$ cat src/hw/rtl/priority_ready_queue_manager_unit_macros.svh
// Assertion macros shared by the ready-queue manager RTL.
// Depends on clk and rst_n being visible at the point of use.
`ifndef PRIORITY_READY_QUEUE_MANAGER_UNIT_MACROS_SVH
`define PRIORITY_READY_QUEUE_MANAGER_UNIT_MACROS_SVH

// Same-cycle implication, checked outside reset.
`define PRQM_ASSERT_IMPL(label, ante, cons, msg) \
  label: assert property (@(posedge clk) disable iff (!rst_n) (ante) |-> (cons)) \
    else $error(msg);

// Next-cycle implication, checked outside reset.
`define PRQM_ASSERT_NEXT(label, ante, cons, msg) \
  label: assert property (@(posedge clk) disable iff (!rst_n) (ante) |=> (cons)) \
    else $error(msg);

`endif

$ cat src/hw/rtl/prqm_pkg.sv
// Package for the priority ready-queue manager: field widths, command and
// status codes. No dependencies.
package prqm_pkg;

  localparam int CMD_W      = 2;
  localparam int QID_W      = 8;
  localparam int NODE_W     = 6;
  localparam int STATUS_W   = 3;
  localparam int CNT_W      = 7;
  localparam int LVL_W      = 5;
  localparam int NODE_SPACE = 2 ** NODE_W;
  localparam int MAX_QUEUES = 'h20;

  typedef enum logic [CMD_W-1:0] {
    CMD_QUERY = 2'd0,
    CMD_ENQ   = 2'd1,
    CMD_DEQ   = 2'd2
  } cmd_t;

  typedef enum logic [STATUS_W-1:0] {
    ST_OK     = 3'd0,
    ST_QUEUED = 3'd1,
    ST_EMPTY  = 3'd2,
    ST_NOT_IN = 3'd3,
    ST_BAD_Q  = 3'd4
  } status_t;

endpackage

$ cat src/hw/rtl/prqm_ifs.sv
// Valid/ready channel interfaces for the command and result streams.
// Depends on prqm_pkg.
interface prqm_in_if
  import prqm_pkg::*;
();
  logic              valid;
  logic              ready;
  logic [CMD_W-1:0]  cmd;
  logic [QID_W-1:0]  level_id;
  logic [NODE_W-1:0] node_id;
  logic              at_head;

  modport source (output valid, cmd, level_id, node_id, at_head, input ready);
  modport sink   (input valid, cmd, level_id, node_id, at_head, output ready);
endinterface

interface prqm_out_if
  import prqm_pkg::*;
();
  logic                valid;
  logic                ready;
  logic [STATUS_W-1:0] status;
  logic [NODE_W-1:0]   head_node;
  logic                head_valid;
  logic [CNT_W-1:0]    queue_count;
  logic [LVL_W-1:0]    lowest_ready;
  logic                any_ready;

  modport source (output valid, status, head_node, head_valid, queue_count,
                  lowest_ready, any_ready, input ready);
  modport sink   (input valid, status, head_node, head_valid, queue_count,
                  lowest_ready, any_ready, output ready);
endinterface

$ cat src/hw/rtl/priority_ready_queue_manager_unit.sv
// Priority ready-queue manager, top level. Uses prqm_pkg, prqm_ifs, prqm_ram.
// Path: a command transfer reads the link memories into stage 1, then the update logic
// writes the result register; a stalled result holds the command in stage 1.
// Throughput: one command per cycle; two commands in flight fill it, and a stalled
// result then holds the input. Each command does at most one write per link memory.
// Reset (sync, rst_n low): clears bitmap, lengths, queued flags and valids.
`include "priority_ready_queue_manager_unit_macros.svh"

module priority_ready_queue_manager_unit
  import prqm_pkg::*;
#(
  parameter int NUM_QUEUES = 32,  // 2 .. MAX_QUEUES
  parameter int NUM_NODES  = 64   // 2 .. 256, ids above NODE_SPACE never occur
) (
  input logic        clk,
  input logic        rst_n,
  prqm_in_if.sink    in_ch,
  prqm_out_if.source out_ch
);

  localparam int QAW        = $clog2(NUM_QUEUES);
  localparam int NODE_DEPTH = (NUM_NODES < NODE_SPACE) ? NUM_NODES : NODE_SPACE;
  localparam int NAW        = $clog2(NODE_DEPTH);

  // ---------------------------------------------------------------------------
  // Handshake and pipeline control
  // ---------------------------------------------------------------------------
  logic s1_valid_r;
  logic out_valid_r;
  logic s1_adv;
  logic commit;
  logic accept;
  logic in_ready;

  // Stage 1 advances whenever the result register is free or being drained.
  assign s1_adv   = !out_valid_r || out_ch.ready;
  assign commit   = s1_valid_r && s1_adv;
  assign in_ready = !s1_valid_r || s1_adv;
  assign accept   = in_ch.valid && in_ready;
  assign in_ch.ready = in_ready;

  always_ff @(posedge clk) begin
    if (!rst_n) begin
      s1_valid_r  <= 1'b0;
      out_valid_r <= 1'b0;
    end else begin
      if (accept) begin
        s1_valid_r <= 1'b1;
      end else if (commit) begin
        s1_valid_r <= 1'b0;
      end
      if (commit) begin
        out_valid_r <= 1'b1;
      end else if (out_ch.ready) begin
        out_valid_r <= 1'b0;
      end
    end
  end

  // ---------------------------------------------------------------------------
  // Stage 1 command register
  // ---------------------------------------------------------------------------
  logic [CMD_W-1:0]  cmd_r;
  logic [QID_W-1:0]  level_id_r;
  logic [NODE_W-1:0] node_id_r;
  logic              at_head_r;

  always_ff @(posedge clk) begin
    if (accept) begin
      cmd_r      <= in_ch.cmd;
      level_id_r <= in_ch.level_id;
      node_id_r  <= in_ch.node_id;
      at_head_r  <= in_ch.at_head;
    end
  end

  // ---------------------------------------------------------------------------
  // Per-level and per-node state held in flops
  // ---------------------------------------------------------------------------
  logic [NUM_QUEUES-1:0] ready_r;
  logic [NUM_QUEUES-1:0] ready_nxt;
  logic [CNT_W-1:0]      len_r    [NUM_QUEUES];
  logic [NODE_W-1:0]     head_r   [NUM_QUEUES];
  logic [NODE_W-1:0]     tail_r   [NUM_QUEUES];
  logic [NODE_DEPTH-1:0] queued_r;

  // ---------------------------------------------------------------------------
  // Node link memories: next, prev and level, all read at the command's node
  // ---------------------------------------------------------------------------
  logic              next_we;
  logic [NAW-1:0]    next_waddr;
  logic [NODE_W-1:0] next_wdata;
  logic [NODE_W-1:0] next_rdata;
  logic              prev_we;
  logic [NAW-1:0]    prev_waddr;
  logic [NODE_W-1:0] prev_wdata;
  logic [NODE_W-1:0] prev_rdata;
  logic              lvl_we;
  logic [QAW-1:0]    lvl_rdata;
  logic [NAW-1:0]    rd_addr;
  logic [NAW-1:0]    ni;
  logic [QAW-1:0]    qi;

  assign rd_addr = in_ch.node_id[NAW-1:0];

  prqm_ram #(.WIDTH(NODE_W), .DEPTH(NODE_DEPTH)) u_next_ram (
    .clk   (clk),
    .we    (commit && next_we),
    .waddr (next_waddr),
    .wdata (next_wdata),
    .re    (accept),
    .raddr (rd_addr),
    .rdata (next_rdata)
  );

  prqm_ram #(.WIDTH(NODE_W), .DEPTH(NODE_DEPTH)) u_prev_ram (
    .clk   (clk),
    .we    (commit && prev_we),
    .waddr (prev_waddr),
    .wdata (prev_wdata),
    .re    (accept),
    .raddr (rd_addr),
    .rdata (prev_rdata)
  );

  prqm_ram #(.WIDTH(QAW), .DEPTH(NODE_DEPTH)) u_lvl_ram (
    .clk   (clk),
    .we    (commit && lvl_we),
    .waddr (ni),
    .wdata (qi),
    .re    (accept),
    .raddr (rd_addr),
    .rdata (lvl_rdata)
  );

  // The read issued at a transfer misses a write committed on the same edge;
  // capture that write here and use it in place of the memory data.
  logic              fwd_next_hit_r;
  logic              fwd_prev_hit_r;
  logic              fwd_lvl_hit_r;
  logic [NODE_W-1:0] fwd_next_r;
  logic [NODE_W-1:0] fwd_prev_r;
  logic [QAW-1:0]    fwd_lvl_r;

  always_ff @(posedge clk) begin
    if (!rst_n) begin
      fwd_next_hit_r <= 1'b0;
      fwd_prev_hit_r <= 1'b0;
      fwd_lvl_hit_r  <= 1'b0;
    end else if (accept) begin
      fwd_next_hit_r <= commit && next_we && (next_waddr == rd_addr);
      fwd_prev_hit_r <= commit && prev_we && (prev_waddr == rd_addr);
      fwd_lvl_hit_r  <= commit && lvl_we && (ni == rd_addr);
    end
  end

  always_ff @(posedge clk) begin
    if (accept) begin
      fwd_next_r <= next_wdata;
      fwd_prev_r <= prev_wdata;
      fwd_lvl_r  <= qi;
    end
  end

  // ---------------------------------------------------------------------------
  // Command evaluation and list update
  // ---------------------------------------------------------------------------
  logic              q_ok;
  logic              n_ok;
  logic              queued;
  logic [CNT_W-1:0]  cur_len;
  logic [NODE_W-1:0] cur_head;
  logic [NODE_W-1:0] cur_tail;
  logic [NODE_W-1:0] nnext;
  logic [NODE_W-1:0] nprev;
  logic [QAW-1:0]    nlevel;
  logic              is_head;
  logic              is_tail;
  logic              do_link;
  logic              do_unlink;
  status_t           status;
  logic [CNT_W-1:0]  q_len_nxt;
  logic [NODE_W-1:0] q_head_nxt;
  logic [NODE_W-1:0] q_tail_nxt;
  logic [CNT_W-1:0]  res_cnt;
  logic              res_hv;
  logic [NODE_W-1:0] res_hn;
  logic [LVL_W-1:0]  res_low;
  logic              res_any;

  assign q_ok     = int'(level_id_r) < NUM_QUEUES;
  assign n_ok     = int'(node_id_r) < NUM_NODES;
  assign qi       = level_id_r[QAW-1:0];
  assign ni       = node_id_r[NAW-1:0];
  assign cur_len  = len_r[qi];
  assign cur_head = head_r[qi];
  assign cur_tail = tail_r[qi];
  assign queued   = n_ok && queued_r[ni];
  assign nnext    = fwd_next_hit_r ? fwd_next_r : next_rdata;
  assign nprev    = fwd_prev_hit_r ? fwd_prev_r : prev_rdata;
  assign nlevel   = fwd_lvl_hit_r ? fwd_lvl_r : lvl_rdata;
  assign is_head  = cur_head == node_id_r;
  assign is_tail  = cur_tail == node_id_r;

  // Decide status; a bad level id rejects every command, unused code = query.
  always_comb begin
    status    = ST_OK;
    do_link   = 1'b0;
    do_unlink = 1'b0;
    if (!q_ok) begin
      status = ST_BAD_Q;
    end else begin
      case (cmd_r)
        CMD_ENQ: begin
          if (!n_ok) begin
            status = ST_NOT_IN;
          end else if (queued) begin
            status = ST_QUEUED;
          end else begin
            do_link = 1'b1;
          end
        end
        CMD_DEQ: begin
          if (cur_len == '0) begin
            status = ST_EMPTY;
          end else if (!queued || (nlevel != qi)) begin
            status = ST_NOT_IN;
          end else begin
            do_unlink = 1'b1;
          end
        end
        default: begin
          if (cur_len == '0) begin
            status = ST_EMPTY;
          end
        end
      endcase
    end
  end

  // Link or unlink the node; at most one write per link memory.
  always_comb begin
    q_len_nxt  = cur_len;
    q_head_nxt = cur_head;
    q_tail_nxt = cur_tail;
    next_we    = 1'b0;
    next_waddr = ni;
    next_wdata = cur_head;
    prev_we    = 1'b0;
    prev_waddr = ni;
    prev_wdata = cur_tail;
    lvl_we     = 1'b0;
    if (do_link) begin
      q_len_nxt = cur_len + CNT_W'(1);
      lvl_we    = 1'b1;
      if (cur_len == '0) begin
        q_head_nxt = node_id_r;
        q_tail_nxt = node_id_r;
      end else if (at_head_r) begin
        next_we    = 1'b1;
        prev_we    = 1'b1;
        prev_waddr = cur_head[NAW-1:0];
        prev_wdata = node_id_r;
        q_head_nxt = node_id_r;
      end else begin
        prev_we    = 1'b1;
        next_we    = 1'b1;
        next_waddr = cur_tail[NAW-1:0];
        next_wdata = node_id_r;
        q_tail_nxt = node_id_r;
      end
    end else if (do_unlink) begin
      q_len_nxt = cur_len - CNT_W'(1);
      if (is_head && !is_tail) begin
        q_head_nxt = nnext;
      end else if (is_tail && !is_head) begin
        q_tail_nxt = nprev;
      end else if (!is_head && !is_tail) begin
        // Middle node: bridge its neighbors.
        next_we    = 1'b1;
        next_waddr = nprev[NAW-1:0];
        next_wdata = nnext;
        prev_we    = 1'b1;
        prev_waddr = nnext[NAW-1:0];
        prev_wdata = nprev;
      end
    end
  end

  always_comb begin
    ready_nxt = ready_r;
    if (do_link || do_unlink) begin
      ready_nxt[qi] = q_len_nxt != '0;
    end
  end

  // Lowest non-empty level after this command.
  always_comb begin
    res_low = '0;
    res_any = 1'b0;
    for (int i = NUM_QUEUES - 1; i >= 0; i--) begin
      if (ready_nxt[i]) begin
        res_low = LVL_W'(i);
        res_any = 1'b1;
      end
    end
  end

  assign res_cnt = q_ok ? q_len_nxt : '0;
  assign res_hv  = res_cnt != '0;
  assign res_hn  = res_hv ? q_head_nxt : '0;

  // ---------------------------------------------------------------------------
  // State commit
  // ---------------------------------------------------------------------------
  always_ff @(posedge clk) begin
    if (!rst_n) begin
      ready_r  <= '0;
      queued_r <= '0;
      for (int i = 0; i < NUM_QUEUES; i++) begin
        len_r[i] <= '0;
      end
    end else if (commit && (do_link || do_unlink)) begin
      ready_r      <= ready_nxt;
      len_r[qi]    <= q_len_nxt;
      queued_r[ni] <= do_link;
    end
  end

  always_ff @(posedge clk) begin
    if (commit && (do_link || do_unlink)) begin
      head_r[qi] <= q_head_nxt;
      tail_r[qi] <= q_tail_nxt;
    end
  end

  // ---------------------------------------------------------------------------
  // Result register
  // ---------------------------------------------------------------------------
  logic [STATUS_W-1:0] out_status_r;
  logic [NODE_W-1:0]   out_head_node_r;
  logic                out_head_valid_r;
  logic [CNT_W-1:0]    out_count_r;
  logic [LVL_W-1:0]    out_low_r;
  logic                out_any_r;

  always_ff @(posedge clk) begin
    if (commit) begin
      out_status_r     <= status;
      out_head_node_r  <= res_hn;
      out_head_valid_r <= res_hv;
      out_count_r      <= res_cnt;
      out_low_r        <= res_low;
      out_any_r        <= res_any;
    end
  end

  assign out_ch.valid        = out_valid_r;
  assign out_ch.status       = out_status_r;
  assign out_ch.head_node    = out_head_node_r;
  assign out_ch.head_valid   = out_head_valid_r;
  assign out_ch.queue_count  = out_count_r;
  assign out_ch.lowest_ready = out_low_r;
  assign out_ch.any_ready    = out_any_r;

  // ---------------------------------------------------------------------------
  // Assertions
  // ---------------------------------------------------------------------------
  `PRQM_ASSERT_IMPL(a_ready_matches_len, s1_valid_r && q_ok,
                    ready_r[qi] == (len_r[qi] != '0),
                    "ready bit disagrees with level length")
  `PRQM_ASSERT_NEXT(a_link_reports_ok, commit && do_link,
                    out_valid_r && (out_status_r == ST_OK) && out_head_valid_r,
                    "enqueue result not ok or level empty")
  `PRQM_ASSERT_IMPL(a_hold_when_full, s1_valid_r && out_valid_r && !out_ch.ready,
                    !in_ready,
                    "transfer taken while pipeline is full")
  `PRQM_ASSERT_NEXT(a_bad_queue_no_change, commit && !q_ok,
                    $stable(ready_r) && $stable(queued_r),
                    "bad level id changed state")

endmodule

$ cat src/hw/rtl/prqm_ram.sv
// Generic single-write, single-read RAM with registered read data.
// Read-first on a same-address collision. No dependencies.
module prqm_ram #(
  parameter int  WIDTH = 8,
  parameter int  DEPTH = 64,
  localparam int AW    = (DEPTH > 1) ? $clog2(DEPTH) : 1
) (
  input  logic             clk,
  input  logic             we,
  input  logic [AW-1:0]    waddr,
  input  logic [WIDTH-1:0] wdata,
  input  logic             re,
  input  logic [AW-1:0]    raddr,
  output logic [WIDTH-1:0] rdata
);

  logic [WIDTH-1:0] mem_r [DEPTH];
  logic [WIDTH-1:0] rdata_r;

  always_ff @(posedge clk) begin
    if (we) begin
      mem_r[waddr] <= wdata;
    end
    if (re) begin
      rdata_r <= mem_r[raddr];
    end
  end

  assign rdata = rdata_r;

endmodule
$ cat src/flat_wrapper.sv
// flat-port wrapper written by rule: the top's interface ports become plain ports
module priority_ready_queue_manager_unit_flat import prqm_pkg::*;
#(
  parameter int NUM_QUEUES = 32,                    
  parameter int NUM_NODES  = 64                                                
)
  (clk, rst_n, in_ch_valid, in_ch_cmd, in_ch_level_id, in_ch_node_id, in_ch_at_head, in_ch_ready, out_ch_valid, out_ch_status, out_ch_head_node, out_ch_head_valid, out_ch_queue_count, out_ch_lowest_ready, out_ch_any_ready, out_ch_ready);
  prqm_in_if in_ch_i ();
  prqm_out_if out_ch_i ();
  input logic clk;
  input logic rst_n;
  input wire logic [$bits(in_ch_i.valid)-1:0] in_ch_valid;
  input wire logic [$bits(in_ch_i.cmd)-1:0] in_ch_cmd;
  input wire logic [$bits(in_ch_i.level_id)-1:0] in_ch_level_id;
  input wire logic [$bits(in_ch_i.node_id)-1:0] in_ch_node_id;
  input wire logic [$bits(in_ch_i.at_head)-1:0] in_ch_at_head;
  output wire logic [$bits(in_ch_i.ready)-1:0] in_ch_ready;
  output wire logic [$bits(out_ch_i.valid)-1:0] out_ch_valid;
  output wire logic [$bits(out_ch_i.status)-1:0] out_ch_status;
  output wire logic [$bits(out_ch_i.head_node)-1:0] out_ch_head_node;
  output wire logic [$bits(out_ch_i.head_valid)-1:0] out_ch_head_valid;
  output wire logic [$bits(out_ch_i.queue_count)-1:0] out_ch_queue_count;
  output wire logic [$bits(out_ch_i.lowest_ready)-1:0] out_ch_lowest_ready;
  output wire logic [$bits(out_ch_i.any_ready)-1:0] out_ch_any_ready;
  input wire logic [$bits(out_ch_i.ready)-1:0] out_ch_ready;
  assign in_ch_i.valid = in_ch_valid;
  assign in_ch_i.cmd = in_ch_cmd;
  assign in_ch_i.level_id = in_ch_level_id;
  assign in_ch_i.node_id = in_ch_node_id;
  assign in_ch_i.at_head = in_ch_at_head;
  assign in_ch_ready = in_ch_i.ready;
  assign out_ch_valid = out_ch_i.valid;
  assign out_ch_status = out_ch_i.status;
  assign out_ch_head_node = out_ch_i.head_node;
  assign out_ch_head_valid = out_ch_i.head_valid;
  assign out_ch_queue_count = out_ch_i.queue_count;
  assign out_ch_lowest_ready = out_ch_i.lowest_ready;
  assign out_ch_any_ready = out_ch_i.any_ready;
  assign out_ch_i.ready = out_ch_ready;
  priority_ready_queue_manager_unit #(.NUM_QUEUES(NUM_QUEUES), .NUM_NODES(NUM_NODES)) u_core (.clk(clk), .rst_n(rst_n), .in_ch(in_ch_i), .out_ch(out_ch_i));
endmodule
$ cat config.mk
export PLATFORM = sky130hd
export DESIGN_NAME = priority_ready_queue_manager_unit_flat
export DESIGN_NICKNAME = d
export VERILOG_FILES = /design/src/hw/rtl/prqm_pkg.sv /design/src/hw/rtl/prqm_ifs.sv /design/src/hw/rtl/priority_ready_queue_manager_unit.sv /design/src/hw/rtl/prqm_ram.sv /design/src/flat_wrapper.sv
export VERILOG_INCLUDE_DIRS = /design/src /design/src/hw/rtl
export SDC_FILE = /design/constraint.sdc
export NUM_CORES = 2
export LEC_CHECK = 0
export ABC_AREA = 1
export BUFFER_PORTS_ARGS = -buffer_cell sky130_fd_sc_hd__buf_2
export CELL_PAD_IN_SITES_DETAIL_PLACEMENT = 1
export CELL_PAD_IN_SITES_GLOBAL_PLACEMENT = 2
export CORE_AREA = 3 3 413 415
export CTS_CLUSTER_DIAMETER = 50
export DETAILED_ROUTE_END_ITERATION = 12
export DIE_AREA = 0 0 416 418
export PLACE_DENSITY = 0.93
export SLEW_MARGIN = 20
export SYNTH_ARGS = -nofsm -noshare
export SYNTH_HDL_FRONTEND = slang
export SYNTH_SLANG_ARGS = --single-unit
$ cat constraint.sdc
create_clock -name clk -period 18.3 [get_ports clk]
set_input_delay 0.915 -clock clk [delete_from_list [all_inputs] [get_ports clk]]
set_output_delay 0.915 -clock clk [all_outputs]
set_load 0.005 [all_outputs]
==> flow_summary_export.csv <==
group,metric,value,unit
cells_and_area,nNetsFinal,6796,
detailed_routing,wire_per_inst,27.4,um
grt,grt_overflow,0,
logic_synthesis,synth_top_family_by_area,"simple AND/OR/NAND/NOR gates",
cts,clk_latency,850,ps
placed_design,dpl.cell_count,8772,
sta,rsz0062_at_grt,"no",
cts,cts.sinks,1876,
critical_path,cp_max_fo,94,
critical_path,cp.depth,50,
floorplanning,die_h,418,um
sta,finalHoldViolations,0,
hold_path,hold_class,"input pin to flop",
grt,grt_max_degree,195,
power,ir_drop,0.0000984,V
status,status,"completed",
logic_synthesis,synthDistinctLibCells,51,
cells_and_area,area_growth,11.4,%
detailed_routing,ant_nets,0,
detailed_routing,dr.first_iter.drc_count,5797,
sta,fin_worst_skew,72.0,ps
cts,cts.repair.resized,0,
cells_and_area,mostFrequentLayoutCells,"edfxtp_1, nor2_1, o21ai_0",
logic_synthesis,ys_seq_elements,1876,
logic_synthesis,synthCells,6860,
sta,finalCritPeriodShare,0.423,
logic_synthesis,syn-num-nets,6886,
cells_and_area,final_common_cell,"edfxtp_1",
floorplanning,die-area,174000,um2
grt,antenna_found_initial,3,
grt,grt_use_met3,0.0494,
logic_synthesis,synth_ff_type,"edfxtp_1",
critical_path,cp.arrival,8310,ps
placed_design,io_buffers,45,
power,power_density,112,nW/um2
sta,slew_violations,0,
cells_and_area,instances_no_fill,9147,
critical_path,cpMostUsedCell,"nand2_1",
cts,cts_root_buf,"clkbuf_16",
logic_synthesis,synth_area,78300,um2
floorplanning,die_x,416,um
critical_path,crit_end,"u_core.out_ch.lowest_ready[0]",
floorplanning,io_pins,46,
sta,slew_headroom,0.201,
cts,cts_setup_buffers,0,
critical_path,slowest_delay,720,ps
logic_synthesis,postSynth.asyncResetShare,0,
critical_path,cp_slowest_cell,"buf_4",
logic_synthesis,yosys.area_share.adder,0.000799,
grt,gr-usage-all-layers,0.283,
sta,setup_viol_count_final,0,
grt,grt_use_met2,0.476,
job,max-cap-violations,0,
critical_path,cp.required,18880,ps
critical_path,end_kind,"flop",
cts,clkTransAtPathRegs,60,ps
placed_design,dp.final_hpwl,149000,um
detailed_routing,drc,0,
cells_and_area,multi_input_area,20800,um2
grt,grt_pass1_vias,58900,
cells_and_area,ff_latch_area,55300,um2
floorplanning,core_area,167000,um2
logic_synthesis,ys_warn_count,0,
critical_path,r2r_cells,50,
sta,worst_pin_slew,1190,ps
cells_and_area,drive_above_1_share,0.0850,
floorplanning,row_count,150,
logic_synthesis,synth.avg_cell_area,11.4,um2
detailed_routing,routed_wl,250000,um
logic_synthesis,synth_enable_flop_cells,1770,
sta,tns,0,ps
critical_path,startpoint_type,"flop",
cells_and_area,fill_cells,17200,
critical_path,worstSetupPathType,"flop to flop",
sta,period_needed,7730,ps
cts,htree_num_levels,4,
detailed_routing,avgViaCountPerCell,6.21,
detailed_routing,firstDrtPassIters,6,
logic_synthesis,synth_compound_area_frac,0.122,
cts,cts_tree,"done",
power,power.total,0.00977,W
cts,cts_buffers,200,
critical_path,r2r_end,"u_core.out_ch.lowest_ready[0]",
logic_synthesis,synth_xor_area_frac,0.00225,
placed_design,place.gp.congestion,0.861,
detailed_routing,num_vias,56800,
cts,clock_tree.buffer_depth,3,
cts,cts_hold_buf,0,
logic_synthesis,yosys.area_share.simple,0.136,
logic_synthesis,synthMuxAreaShare,0.000815,
critical_path,path_buf_inv,4,
grt,grt_busiest_layer,"met2",
grt,grt_pass1_wl,375000,um
logic_synthesis,yosysSeqAreaShare,0.706,
sta,fmax,129,MHz
power,p_leak,28.8,nW
grt,met1_usage,0.360,
floorplanning,start_util,0.469,
cells_and_area,post-route-util,0.522,
critical_path,reg2reg_slack,10570,ps
critical_path,path_delay_family,"simple AND/OR/NAND/NOR gates",
==> Yosys cell counts (11+ instances only) <==
| cell type | count | area share |
|---|---|---|
| o211ai_1 | 38 | 0.0036 |
| nand3_1 | 320 | 0.020 |
| buf_6 | 13 | 0.0019 |
| a21oi_1 | 151 | 0.0097 |
| nor3_1 | 78 | 0.0050 |
| dfxtp_1 | 106 | 0.027 |
| xor2_1 | 17 | 0.0019 |
| buf_1 | 27 | 0.0013 |
| clkbuf_1 | 353 | 0.017 |
| buf_4 | 12 | 0.0012 |
| inv_2 | 11 | 0.00053 |
| o22ai_1 | 327 | 0.026 |
| buf_2 | 64 | 0.0041 |
| o221ai_1 | 111 | 0.012 |
| o21ai_0 | 1011 | 0.065 |
| nand2_1 | 752 | 0.036 |
| edfxtp_1 | 1770 | 0.68 |
| inv_1 | 117 | 0.0056 |
| nand4_1 | 12 | 0.00096 |
| a31oi_1 | 13 | 0.0010 |
| nor2_1 | 1450 | 0.070 |
==> worst min-delay path by stage <==
stage                        start                  end  slack, ps  depth (start not counted)
3_5_place_dp   u_core.queued_r[62]  u_core.queued_r[62]        480                          2
4_1_cts               in_ch_cmd[0]      u_core.cmd_r[0]        200                          1
6_report              in_ch_cmd[0]      u_core.cmd_r[0]        250                          1
5_1_grt               in_ch_cmd[0]      u_core.cmd_r[0]        220                          1
2_1_floorplan  u_core.queued_r[11]  u_core.queued_r[11]        460                          2
3_3_place_gp   u_core.queued_r[16]  u_core.queued_r[16]        470                          2
==> metal layers <==
layer  vias up  part of all wire  wire (um)
met4         2             0.047      11700
met5         -          0.000052         13
li1      24700                 -          -
met3       668             0.075      18800
met1     28900              0.39      97200
met2      2585              0.49     123000
==> state kept, by name, summed over array words and instances (netlist names), 7 cells and up, named ones only <==
signal,cells
u_core.level_id_r,8
u_core.queued_r,64
u_core.out_ch.queue_count,7
u_core.u_next_ram.mem_r,384
u_core.head_r,192
u_core.u_lvl_ram.mem_r,320
u_core.len_r,224
u_core.tail_r,192
u_core.u_prev_ram.mem_r,384
u_core.ready_r,32
==> power by group <==
| part | internal, W | leakage [nW] | switching, W | total (W) |
|---|---|---|---|---|
| Combinational | 0.000170 | 8.56 | 0.000709 | 0.000879 |
| Sequential | 0.00485 | 17.1 | 0.0000217 | 0.00487 |
| Clock | 0.00225 | 3.14 | 0.00177 | 0.00402 |
| Total | 0.00727 | 28.8 | 0.00250 | 0.00977 |
==> kinds of logic after synthesis <==
family                   Yosys count
adder cells (fa/ha/maj)            5
flip-flops                      1876
XOR/XNOR                          18
AO/OA/AOI/OAI                   1697
AND/OR/NAND/NOR                 2649
multiplexers                       6
buffers and inverters            609
==> through the flow <==
step / cell area [um2] / hold WS (ps) / worst slack, ps
2_1_floorplan: 78300 / 457 / 12030
3_3_place_gp: 80600 / 469 / 10820
3_5_place_dp: 80600 / 478 / 10720
4_1_cts: 87100 / 196 / 10650
5_1_grt: 87200 / 218 / 9710
6_report: 87200 / 255 / 10570
==> cell type report <==
class,count,area share
multi-input cells,4375,0.239
repair buffers,177,0.0151
clock buffers,252,0.0605
diodes,1,0.0000287
clock inverters,122,0.0139
inverters,140,0.00641
flip-flops and latches,1876,0.634
well taps,2204,0.0316
Note: power is estimated with default switching activity, not from simulation.
